`src/hdl/btls_pkg.sv`:
```
// Shared types, widths and codes of the block timestep level scheduler.
`timescale 1ns / 1ps

package btls_pkg;

   localparam int CMD_W   = 2;
   localparam int COORD_W = 4;
   localparam int LEVEL_W = 6;
   localparam int TIME_W  = 63;
   localparam int OPND_W  = LEVEL_W + 1;

   typedef logic [CMD_W-1:0]   cmd_type;
   typedef logic [COORD_W-1:0] coord_type;
   typedef logic [LEVEL_W-1:0] level_type;
   typedef logic [TIME_W-1:0]  ticks_type;
   typedef logic [OPND_W-1:0]  opnd_type;

   localparam cmd_type CMD_SET    = 2'd0;
   localparam cmd_type CMD_STEP   = 2'd1;
   localparam cmd_type CMD_SMOOTH = 2'd2;

   // Largest level exponent, also the running minimum when no block joined it.
   localparam level_type LEVEL_CAP = 6'd60;
   localparam opnd_type  OPND_CAP  = 7'd60;

   typedef enum logic [3:0] {
      ST_CLEAR,
      ST_IDLE,
      ST_SET,
      ST_STEP_LIM,
      ST_STEP_CAP,
      ST_STEP_CLAMP,
      ST_STEP_MIN,
      ST_COPY,
      ST_COPY_END,
      ST_SELF_RD,
      ST_SELF_CHK,
      ST_NBR,
      ST_NBR_LAST,
      ST_DONE
   } state_type;

endpackage

```
`src/hdl/btls_min_unit.sv`:
```
// Shared compare-and-select unit giving the smaller of two level operands.
`timescale 1ns / 1ps

module btls_min_unit import btls_pkg::*; (
   input  opnd_type a,
   input  opnd_type b,
   output opnd_type y
);

   logic a_lt_b;

   assign a_lt_b = (a < b);
   assign y      = a_lt_b ? a : b;

endmodule
```
`config.mk`:
```
export PLATFORM = sky130hd
export DESIGN_NAME = btls_min_unit
export DESIGN_NICKNAME = d
export VERILOG_FILES = /design/src/hdl/btls_pkg.sv /design/src/hdl/btls_min_unit.sv
export SDC_FILE = /design/constraint.sdc
export NUM_CORES = 1
export LEC_CHECK = 0
export ABC_AREA = 1
export BUFFER_PORTS_ARGS = -buffer_cell sky130_fd_sc_hd__buf_4
export CAP_MARGIN = 40
export CORE_AREA = 4 4 41 43
export DETAILED_ROUTE_END_ITERATION = 8
export DIE_AREA = 0 0 45 47
export GPL_TIMING_DRIVEN = 0
export PLACE_DENSITY = 0.47
export SLEW_MARGIN = 20
export SYNTH_ARGS = -nofsm -noshare
export SYNTH_HDL_FRONTEND = slang
export SYNTH_SLANG_ARGS = --single-unit
export TNS_END_PERCENT = 20
```
`constraint.sdc`:
```
create_clock -name vclk -period 1.5
set_input_delay 0.15 -clock vclk [all_inputs]
set_output_delay 0.15 -clock vclk [all_outputs]
set_load 0.02 [all_outputs]
```
# After elaboration in Yosys (flattened, before gate mapping)

Index checks and enable logic that the tools add are counted.

Register bits: 0
Bits of input ports: 14
Output and inout port bits: 7
Logic and storage cells: 2

Magnitude comparators: 1
Mux-type cells: 1

Operators with widths:

| kind                       | number |
|---|---|
| less-than comparator 7 bit | 1 |
| 2-to-1 mux 7 bit           | 1 |

# Depth between registers and ports, before layout

Gate-level depths: netlist of run 1.

Depth in word-level cells: 2
Mapped depth: 10
Depth with buffers taken out: 10

# Worst setup path before layout of run 1

Ideal clock, no wire load.

Kind: in2out
Start: input b[6]
End: output y[0]
Arrival: 1.090 ns
Data required time: 1.350 ns
Setup slack: 0.260 ns
Cell stages on the path: 8
Buffers on the path: 0
Cell sequence: inv_1 ha_1 nand2_2 inv_2 a21oi_4 nand2_4 nand2_1 nand2_1

Longest elaborated chain between the ends: 2

RTL lines:

| element                    | line                | source |
|---|---|---|
| start, declared            | btls_min_unit.sv:6  | `input opnd_type b,` |
| less-than comparator 7 bit | btls_min_unit.sv:12 | `assign a_lt_b = (a < b);` |
| 2-to-1 mux 7 bit           | btls_min_unit.sv:13 | `assign y = a_lt_b ? a : b;` |
| end, declared              | btls_min_unit.sv:7  | `output opnd_type y` |

No other way between the ends.

# Worst setup path after layout of run 1

Start: input a[6]
End: output y[6]

Longest elaborated chain between the ends: 2

RTL lines:

| element                    | line                | source |
|---|---|---|
| start, declared            | btls_min_unit.sv:5  | `input opnd_type a,` |
| less-than comparator 7 bit | btls_min_unit.sv:12 |  |
| 2-to-1 mux 7 bit (*)       | btls_min_unit.sv:13 |  |

Mark *: on every way between the ends. The rest lies on a longest branch, timed or not.

==> results of run 1 <==
worst max-delay path by stage:
stage                     cells past startpoint  slack [ps]    to  startpoint
after floorplan                               8         260  y[0]        b[6]
after global placement                        9         -50  y[2]        a[6]
after detailed placement                      9         -50  y[6]        a[6]
after CTS                                     9          10  y[6]        a[4]
after global routing                         10         -40  y[6]        b[5]
final                                         9          40  y[6]        a[6]
placed cells by master, fill, tap and decap left out, types with 2 or more instances in the layout:
master	count
nand2_1	7
buf_8	2
nand3_2	6
nand2_8	2
inv_4	4
nand2_2	16
buf_6	10
ha_4	4
ha_1	2
inv_1	6
buf_4	13
power by group through the flow:
stage | sequential (mW) | clock (mW) | combinational, mW
floorplan | 0 | 0 | 0.118
global placement | 0 | 0 | 0.205
detailed placement | 0 | 0 | 0.204
CTS | 0 | 0 | 0.227
global route | 0 | 0 | 0.350
finish | 0 | 0 | 0.321
critical path: stages:
cell and delay [ps]:
buf_4 130, ha_4 230, nand2_4 90, inv_4 40, a21oi_4 260, buf_6 160
nand3_2 70, nand2_2 70, buf_6 110
cells by family (layout without fill, tap and decap cells):
family | count (synthesis) | after routing | synth area share
AOI/OAI and AO/OA | 2 | 2 | 0.0736
adders and majority gates | 6 | 6 | 0.260
and+or+nand+nor | 34 | 34 | 0.524
buffers and inverters | 11 | 37 | 0.143
through the flow:
step / cell area [sq um] / hold slack, ps
after detailed placement: 465 / 598
final: 734 / 585
after floorplan: 289 / 469
after CTS: 503 / 601
after global placement: 465 / 599
after global routing: 734 / 605
routing by layer:
metal | routed length [microns] | vias to the layer above | GRT usage
met5 | 0 | - | 0
met1 | 357 | 201 | 0.115
met4 | 0 | 0 | 0
li1 | - | 217 | -
met3 | 59 | 0 | 0
met2 | 531 | 12 | 0.124
cell type report:
class / count / area [sq um] / share of cell area
inverters: 11 / 51.3 / 0.0698
multi-input cells: 42 / 404 / 0.550
well taps: 15 / 18.8 / 0.0256
repair buffers: 26 / 260 / 0.354
repair_timing:
| item | CTS | global route |
|---|---|---|
| endpoints found under the setup margin | 7 | 7 |
| pin swaps | 2 | 20 |
| buffers inserted | 2 | 3 |
| resized for setup | 6 | 48 |
==> results.py, run 1 <==
metrics = {
    "layout": {
        "final_nets": 101,
        "final_cells": 94,
        "n_antenna_cell": 0,
        "area.growth.synth_to_final_pct": 154,
        "final-seq-area_sq_um": 0,
        "layout-drive-gt1-share": 0.797,
        "final_util": 0.564,
        "fill_cells": 122,
        "nClkBuffers": 0,
        "n_sequential_cell": 0,
    },
    "synth": {
        "ys_seq_area_frac": 0,
        "synth_area_sq_um": 289,
        "synth_top_cells_by_count": "nand2_1, inv_1, nand3_1, ha_1, nand2_2",
        "syn-num-nets": 73,
        "synthCells": 53,
        "yosysMostFrequentCell": "nand2_1",
        "synth_area_leader_cell": "nand2_1",
        "yosys_warnings": 0,
        "ys_types": 10,
        "netlist.area_leader.share": 0.286,
        "synth_area_leaders": "nand2_1, ha_1, inv_1",
        "synth.avg_cell_area_sq_um": 5.45,
    },
    "hold_path": {
        "min_to": "y[4]",
        "hp-class": "in -> out",
        "worstHoldPathCells": 4,
        "hp-start": "b[4]",
    },
    "grt": {
        "grt_pass1_vias": 332,
        "antenna_found_initial": 0,
        "grt_pass1_wl_microns": 1260,
        "grt_start_max_net_pins": 9,
        "grt_use_total": 0.0747,
        "grt_remaining_overflow": 0,
    },
    "route": {
        "final_antenna_net_count": 0,
        "vias": 430,
        "drt-total-wl_microns": 948,
        "wl_per_cell_microns": 10.1,
        "drcViolationCount": 0,
        "viasPerCell": 4.57,
        "drtIter0Drc": 5,
        "drtPass1Iterations": 2,
    },
    "power_and_ir_drop": {
        "p_leak_nw": 0.372,
        "combPwrFrac": 1.000,
        "internal_power_mw": 0.159,
        "switching_share": 0.505,
        "peakVddDrop_mv": 0.193,
        "netSwitchingPower_mw": 0.162,
        "seqPwrFrac": 0,
        "power_density_nw_per_um2": 437,
        "clock_power_share": 0,
        "total_power_mw": 0.321,
    },
    "die": {
        "ios": 21,
        "start_util": 0.222,
        "row_count": 13,
        "die_h_microns": 47,
        "dieArea_sq_um": 2120,
        "core_sq_um": 1300,
        "die_width_microns": 45,
    },
    "outcome": {
        "outcome": "complete, no violations",
    },
    "critical_path": {
        "critPathMaxFanout": 4,
        "arrival_ps": 1310,
        "endpoint_kind": "primary output",
        "cp.required_ps": 1350,
        "crit_type": "in -> out",
        "crit_path_start_kind": "input port",
    },
    "timing": {
        "worst_pin_slew_ps": 263,
        "finalCritPeriodShare": 0.970,
        "rsz0062_at_grt": "true",
        "setup_tns_ps": 0,
        "min_period_ps": 1460,
        "hold_violations": 0,
        "slew_viol_final": 0,
        "slew_headroom": 0.824,
        "setup-violations-final": 0,
        "layout_setup_ws_ps": 44.7,
        "max_freq_mhz": 687,
    },
    "clocking": {
        "holdBufCountCts": 0,
    },
    "place": {
        "post-place-ws_ps": -45.3,
        "hpwl_microns": 612,
        "dp.cells": 89,
        "gp_congestion": 0.603,
        "io_buffers": 21,
    },
    "run": {
        "maxCapViolCount": 0,
    },
}
Note: power is estimated with default switching activity, not from simulation.
==> inputs of run 2 (changes only) <==
--- a/config.mk
+++ b/config.mk
@@ -11,8 +11,7 @@
 export CORE_AREA = 4 4 41 43
 export DETAILED_ROUTE_END_ITERATION = 8
 export DIE_AREA = 0 0 45 47
-export GPL_TIMING_DRIVEN = 0
-export PLACE_DENSITY = 0.47
+export PLACE_DENSITY = 0.49
 export SLEW_MARGIN = 20
 export SYNTH_ARGS = -nofsm -noshare
 export SYNTH_HDL_FRONTEND = slang
==> constraint.sdc (replaced) <==
create_clock -name vclk -period 1.2
set_input_delay 0.12 -clock vclk [all_inputs]
set_output_delay 0.12 -clock vclk [all_outputs]
set_load 0.02 [all_outputs]
==> run 2 against run 1 <==
Effect of this change:
- the flow now finishes with violations (negative setup slack)
- die area did not move
- setup slack got worse by 160 ps
- non-clock buffer count rose by 3
- sequential cell count did not move
- final area rose by 7.3%
- wire length rose by 12%
- global-route usage rose by 2.8 points
- critical path depth rose by 1
- via count fell by 0.23%
- clock-buffer cell count did not move
- combinational power rose by 29%
- cell count rose by 3.2%
- critical path type unchanged
- critical endpoint is now y[1]
==> results.py, run 2 (same netlist as run 1, synthesis figures left out) <==
metrics = {
    "outcome": {
        "outcome": "finished, violations left",
        "failed_checks": "negative setup slack",
    },
    "die": {
        "row_count": 13,
        "die_h_microns": 47,
        "core_sq_um": 1300,
        "start_util": 0.222,
        "die_width_microns": 45,
        "dieArea_sq_um": 2120,
        "ios": 21,
    },
    "critical_path": {
        "crit_path_start_kind": "input port",
        "endpoint_kind": "primary output",
        "cp.required_ps": 1080,
        "critPathMaxFanout": 4,
        "arrival_ps": 1200,
        "crit_type": "in -> out",
    },
    "grt": {
        "use_met3": 0,
        "grt_pass1_wl_microns": 1690,
        "grt_start_max_net_pins": 8,
        "grt_pass1_vias": 422,
        "grt_busiest_layer": "met2",
        "grt_use_total": 0.102,
        "grt_remaining_overflow": 0,
        "use_met2": 0.209,
        "antenna_found_initial": 0,
        "gr-usage-met1": 0.126,
    },
    "layout": {
        "nClkBuffers": 0,
        "fill_cells": 120,
        "final_common_cell": "buf_6",
        "final-seq-area_sq_um": 0,
        "final_util": 0.606,
        "final_cell_mix": "buf_6, nand2_2, nand2_1, buf_4, nand3_2",
        "layout-drive-gt1-share": 0.805,
        "final_nets": 104,
        "area.growth.synth_to_final_pct": 173,
        "n_sequential_cell": 0,
        "finalInstanceArea_sq_um": 788,
        "n_antenna_cell": 0,
    },
    "timing": {
        "rsz0062_at_grt": "true",
        "slew_headroom": 0.869,
        "hold_violations": 0,
        "max_freq_mhz": 760,
        "holdWs_ps": 521,
        "setup-violations-final": 7,
        "min_period_ps": 1320,
        "finalCritPeriodShare": 1.10,
        "slew_viol_final": 0,
        "layout_setup_ws_ps": -117,
        "worst_pin_slew_ps": 196,
    },
    "power_and_ir_drop": {
        "peakVddDrop_mv": 0.248,
        "p_leak_nw": 0.414,
        "power_density_nw_per_um2": 527,
    },
    "route": {
        "vias": 429,
        "viasPerCell": 4.42,
        "drtIter0Drc": 3,
        "wl_per_cell_microns": 10.9,
        "drcViolationCount": 0,
        "drtPass1Iterations": 2,
        "drt-total-wl_microns": 1060,
        "final_antenna_net_count": 0,
    },
    "run": {
        "maxCapViolCount": 0,
    },
    "place": {
        "io_buffers": 21,
        "placed_area_sq_um": 480,
        "gp_congestion": 0.688,
        "hpwl_microns": 657,
    },
    "clocking": {
        "holdBufCountCts": 0,
    },
    "hold_path": {
        "hp-class": "in -> out",
    },
}
run 2: cell types whose count changed in the layout (fill, tap and decap cells not counted), moves of 2 or more:
cell / change
buf_6: +5
nand2_8: -2
nand2_1: +3
nand2_4: +3
buf_12: +2
buf_4: -3
inv_2: +2
nand2_2: -4
run 2: per-layer routing:
layer | share of wire | vias up
li1 | - | 221
met1 | 0.41 | 196
met2 | 0.54 | 12
met3 | 0.043 | 0
met4 | 0 | 0
met5 | 0 | -
run 2: through the flow:
stage / setup TNS [ps] / setup slack [ps] / instances / total power, mW
after floorplan: 0 / 19.9 / 53 / 0.147
after global placement: -1960 / -283 / 91 / 0.261
after detailed placement: -2010 / -291 / 91 / 0.262
after CTS: -713 / -108 / 96 / 0.389
after global routing: -1250 / -186 / 97 / 0.447
final: -776 / -117 / 97 / 0.415
run 2: power breakdown:
| group | switching, mW | leakage, nW | total, mW | internal (mW) |
|---|---|---|---|---|
| clock network | 0 | 0 | 0 | 0 |
| logic | 0.200 | 0.414 | 0.415 | 0.216 |
| registers | 0 | 0 | 0 | 0 |
| total | 0.200 | 0.414 | 0.415 | 0.216 |
run 2: layout make-up:
class,count,area (sq um),area share
inverter,11,48.8,0.0619
multi-input combinational,42,402,0.510
timing repair buffer,29,319,0.405
tap,15,18.8,0.0238
run 2: final timing paths:
| kind | from | to | slack [ps] | cells past startpoint |
|---|---|---|---|---|
| hold / removal | b[2] | y[2] | 520 | 4 |
| setup / recovery | b[6] | y[1] | -120 | 10 |
run 2: worst max-delay path: stages:
cell     delay [ps]
buf_8           100
inv_4            40
ha_4            210
nand2_4          80
inv_2            40
a21oi_4         210
buf_6           150
nand3_2          60
nand2_2          60
buf_6           110
run 2: timing repair:
action                     4_1_cts  5_1_grt
setup endpoints to repair        7        7
pin swaps                       26        8
buffers inserted                 5        1
gates resized for setup         44       11
==> inputs of run 3 (changes only) <==
--- a/config.mk
+++ b/config.mk
@@ -11,7 +11,6 @@
 export CORE_AREA = 4 4 41 43
 export DETAILED_ROUTE_END_ITERATION = 8
 export DIE_AREA = 0 0 45 47
-export PLACE_DENSITY = 0.49
 export SLEW_MARGIN = 20
 export SYNTH_ARGS = -nofsm -noshare
 export SYNTH_HDL_FRONTEND = slang
==> run 3 against run 2 <==
Effect of this change:
- the flow still finishes with violations (negative setup slack)
- core utilization decreased by 8.3 points
- critical path depth unchanged
- cell count unchanged
- worst hold slack improved by 3.6 ps
- critical path type unchanged
- highest routed layer unchanged
==> results.py, run 3 (same netlist as run 1, synthesis figures left out) <==
metrics = {
    "layout": {
        "final_cell_mix": "buf_4, nand2_2",
        "layout-drive-gt1-share": 0.720,
        "n_sequential_cell": 0,
        "final_cells": 97,
        "final-seq-area_sq_um": 0,
        "nClkBuffers": 0,
        "fill_cells": 128,
        "n_antenna_cell": 0,
        "finalInstanceArea_sq_um": 681,
        "final_common_cell": "buf_4",
        "area.growth.synth_to_final_pct": 135,
        "final_nets": 104,
    },
    "timing": {
        "setup-violations-final": 7,
        "finalCritPeriodShare": 1.16,
        "holdWs_ps": 525,
        "setup_tns_ps": -1270,
        "slew_viol_final": 0,
        "worst_pin_slew_ps": 259,
        "slew_headroom": 0.827,
        "min_period_ps": 1390,
        "rsz0062_at_grt": "true",
        "hold_violations": 0,
        "max_freq_mhz": 719,
        "layout_setup_ws_ps": -190,
    },
    "power_and_ir_drop": {
        "clock_power_share": 0,
        "combPwrFrac": 1.000,
        "seqPwrFrac": 0,
        "internal_power_mw": 0.184,
        "power_density_nw_per_um2": 544,
        "switching_share": 0.502,
        "p_leak_nw": 0.372,
        "netSwitchingPower_mw": 0.186,
        "peakVddDrop_mv": 0.264,
    },
    "die": {
        "die_h_microns": 47,
        "ios": 21,
        "die_width_microns": 45,
        "start_util": 0.222,
        "core_sq_um": 1300,
        "row_count": 13,
        "dieArea_sq_um": 2120,
    },
    "critical_path": {
        "cp_cell_sequence": "buf_8, inv_4, ha_4, nand2_4, inv_4, a21oi_4, nand2_4, nand2_2, nand2_1, buf_4",
        "endpoint_kind": "primary output",
        "slowest_stage": "a21oi_4",
        "critPathMaxFanout": 7,
        "crit_type": "in -> out",
        "critPathMaxStageDelay_ps": 250,
        "arrival_ps": 1270,
        "cp.required_ps": 1080,
        "crit_path_start_kind": "input port",
    },
    "grt": {
        "grt_use_total": 0.0976,
        "grt_pass1_wl_microns": 1590,
        "antenna_found_initial": 0,
        "grt_start_max_net_pins": 9,
        "grt_pass1_vias": 423,
        "grt_remaining_overflow": 0,
    },
    "place": {
        "hpwl_microns": 753,
        "placed_area_sq_um": 503,
        "dp.cells": 94,
        "io_buffers": 21,
        "gp_congestion": 0.686,
    },
    "route": {
        "drtIter0Drc": 4,
        "wl_per_cell_microns": 10.6,
        "drcViolationCount": 0,
        "drt-total-wl_microns": 1030,
        "final_antenna_net_count": 0,
        "vias": 428,
        "drtPass1Iterations": 4,
        "viasPerCell": 4.41,
    },
    "outcome": {
        "failed_checks": "negative setup slack",
        "outcome": "finished, violations left",
    },
    "run": {
        "maxCapViolCount": 0,
    },
    "hold_path": {
        "hp-class": "in -> out",
    },
}
==> run 3: cell counts in the layout (fill, tap and decap cells not counted) <==
Identical to the previous run, type by type.
==> run 3: per-layer routing <==
| metal | GRT usage | share of wire | vias up |
|---|---|---|---|
| li1 | - | - | 223 |
| met1 | 0.101 | 0.38 | 190 |
| met2 | 0.223 | 0.58 | 15 |
| met3 | 0 | 0.045 | 0 |
| met4 | 0 | 0 | 0 |
| met5 | 0 | 0 | - |
==> run 3: path summary, 6_finish.rpt <==
path / start / slack [ps] / to / cells past startpoint
max: b[6] / -190 / y[3] / 10
min: b[0] / 520 / y[0] / 4
==> run 3: through the flow <==
| step | setup slack (ps) | util | power, mW |
|---|---|---|---|
| final | -190 | 0.523 | 0.370 |
| after global routing | -256 | 0.523 | 0.403 |
| after CTS | -190 | 0.463 | 0.313 |
| after detailed placement | -256 | 0.387 | 0.270 |
| after global placement | -238 | 0.387 | 0.267 |
| after floorplan | 19.9 | - | 0.147 |
==> run 3: timing repair <==
| item | CTS | global route |
|---|---|---|
| buffers inserted | 1 | 2 |
| pin swaps | 12 | 9 |
| resized for setup | 20 | 21 |
| hold buffers | 0 | 0 |
| setup endpoints to repair | 7 | 7 |
==> run 3: layout make-up <==
| cell class | instances | area [sq um] | area share |
|---|---|---|---|
| Tap cell | 15 | 18.8 | 0.0276 |
| Multi-Input combinational cell | 42 | 352 | 0.517 |
| Inverter | 11 | 51.3 | 0.0754 |
| Timing Repair Buffer | 29 | 259 | 0.381 |
==> run 3: power groups by stage <==
stage | Combinational [mW] | Sequential (mW) | Clock (mW)
after global placement | 0.267 | 0 | 0
after global routing | 0.403 | 0 | 0
after CTS | 0.313 | 0 | 0
after detailed placement | 0.270 | 0 | 0
final | 0.370 | 0 | 0
after floorplan | 0.147 | 0 | 0
==> run 3: worst max-delay path, delay by kind of cell <==
family                     cells  cell delay [ps]
adders and majority gates      1              210
and+or+nand+nor                4              360
AOI/OAI and AO/OA              1              250
buffers and inverters          4              340
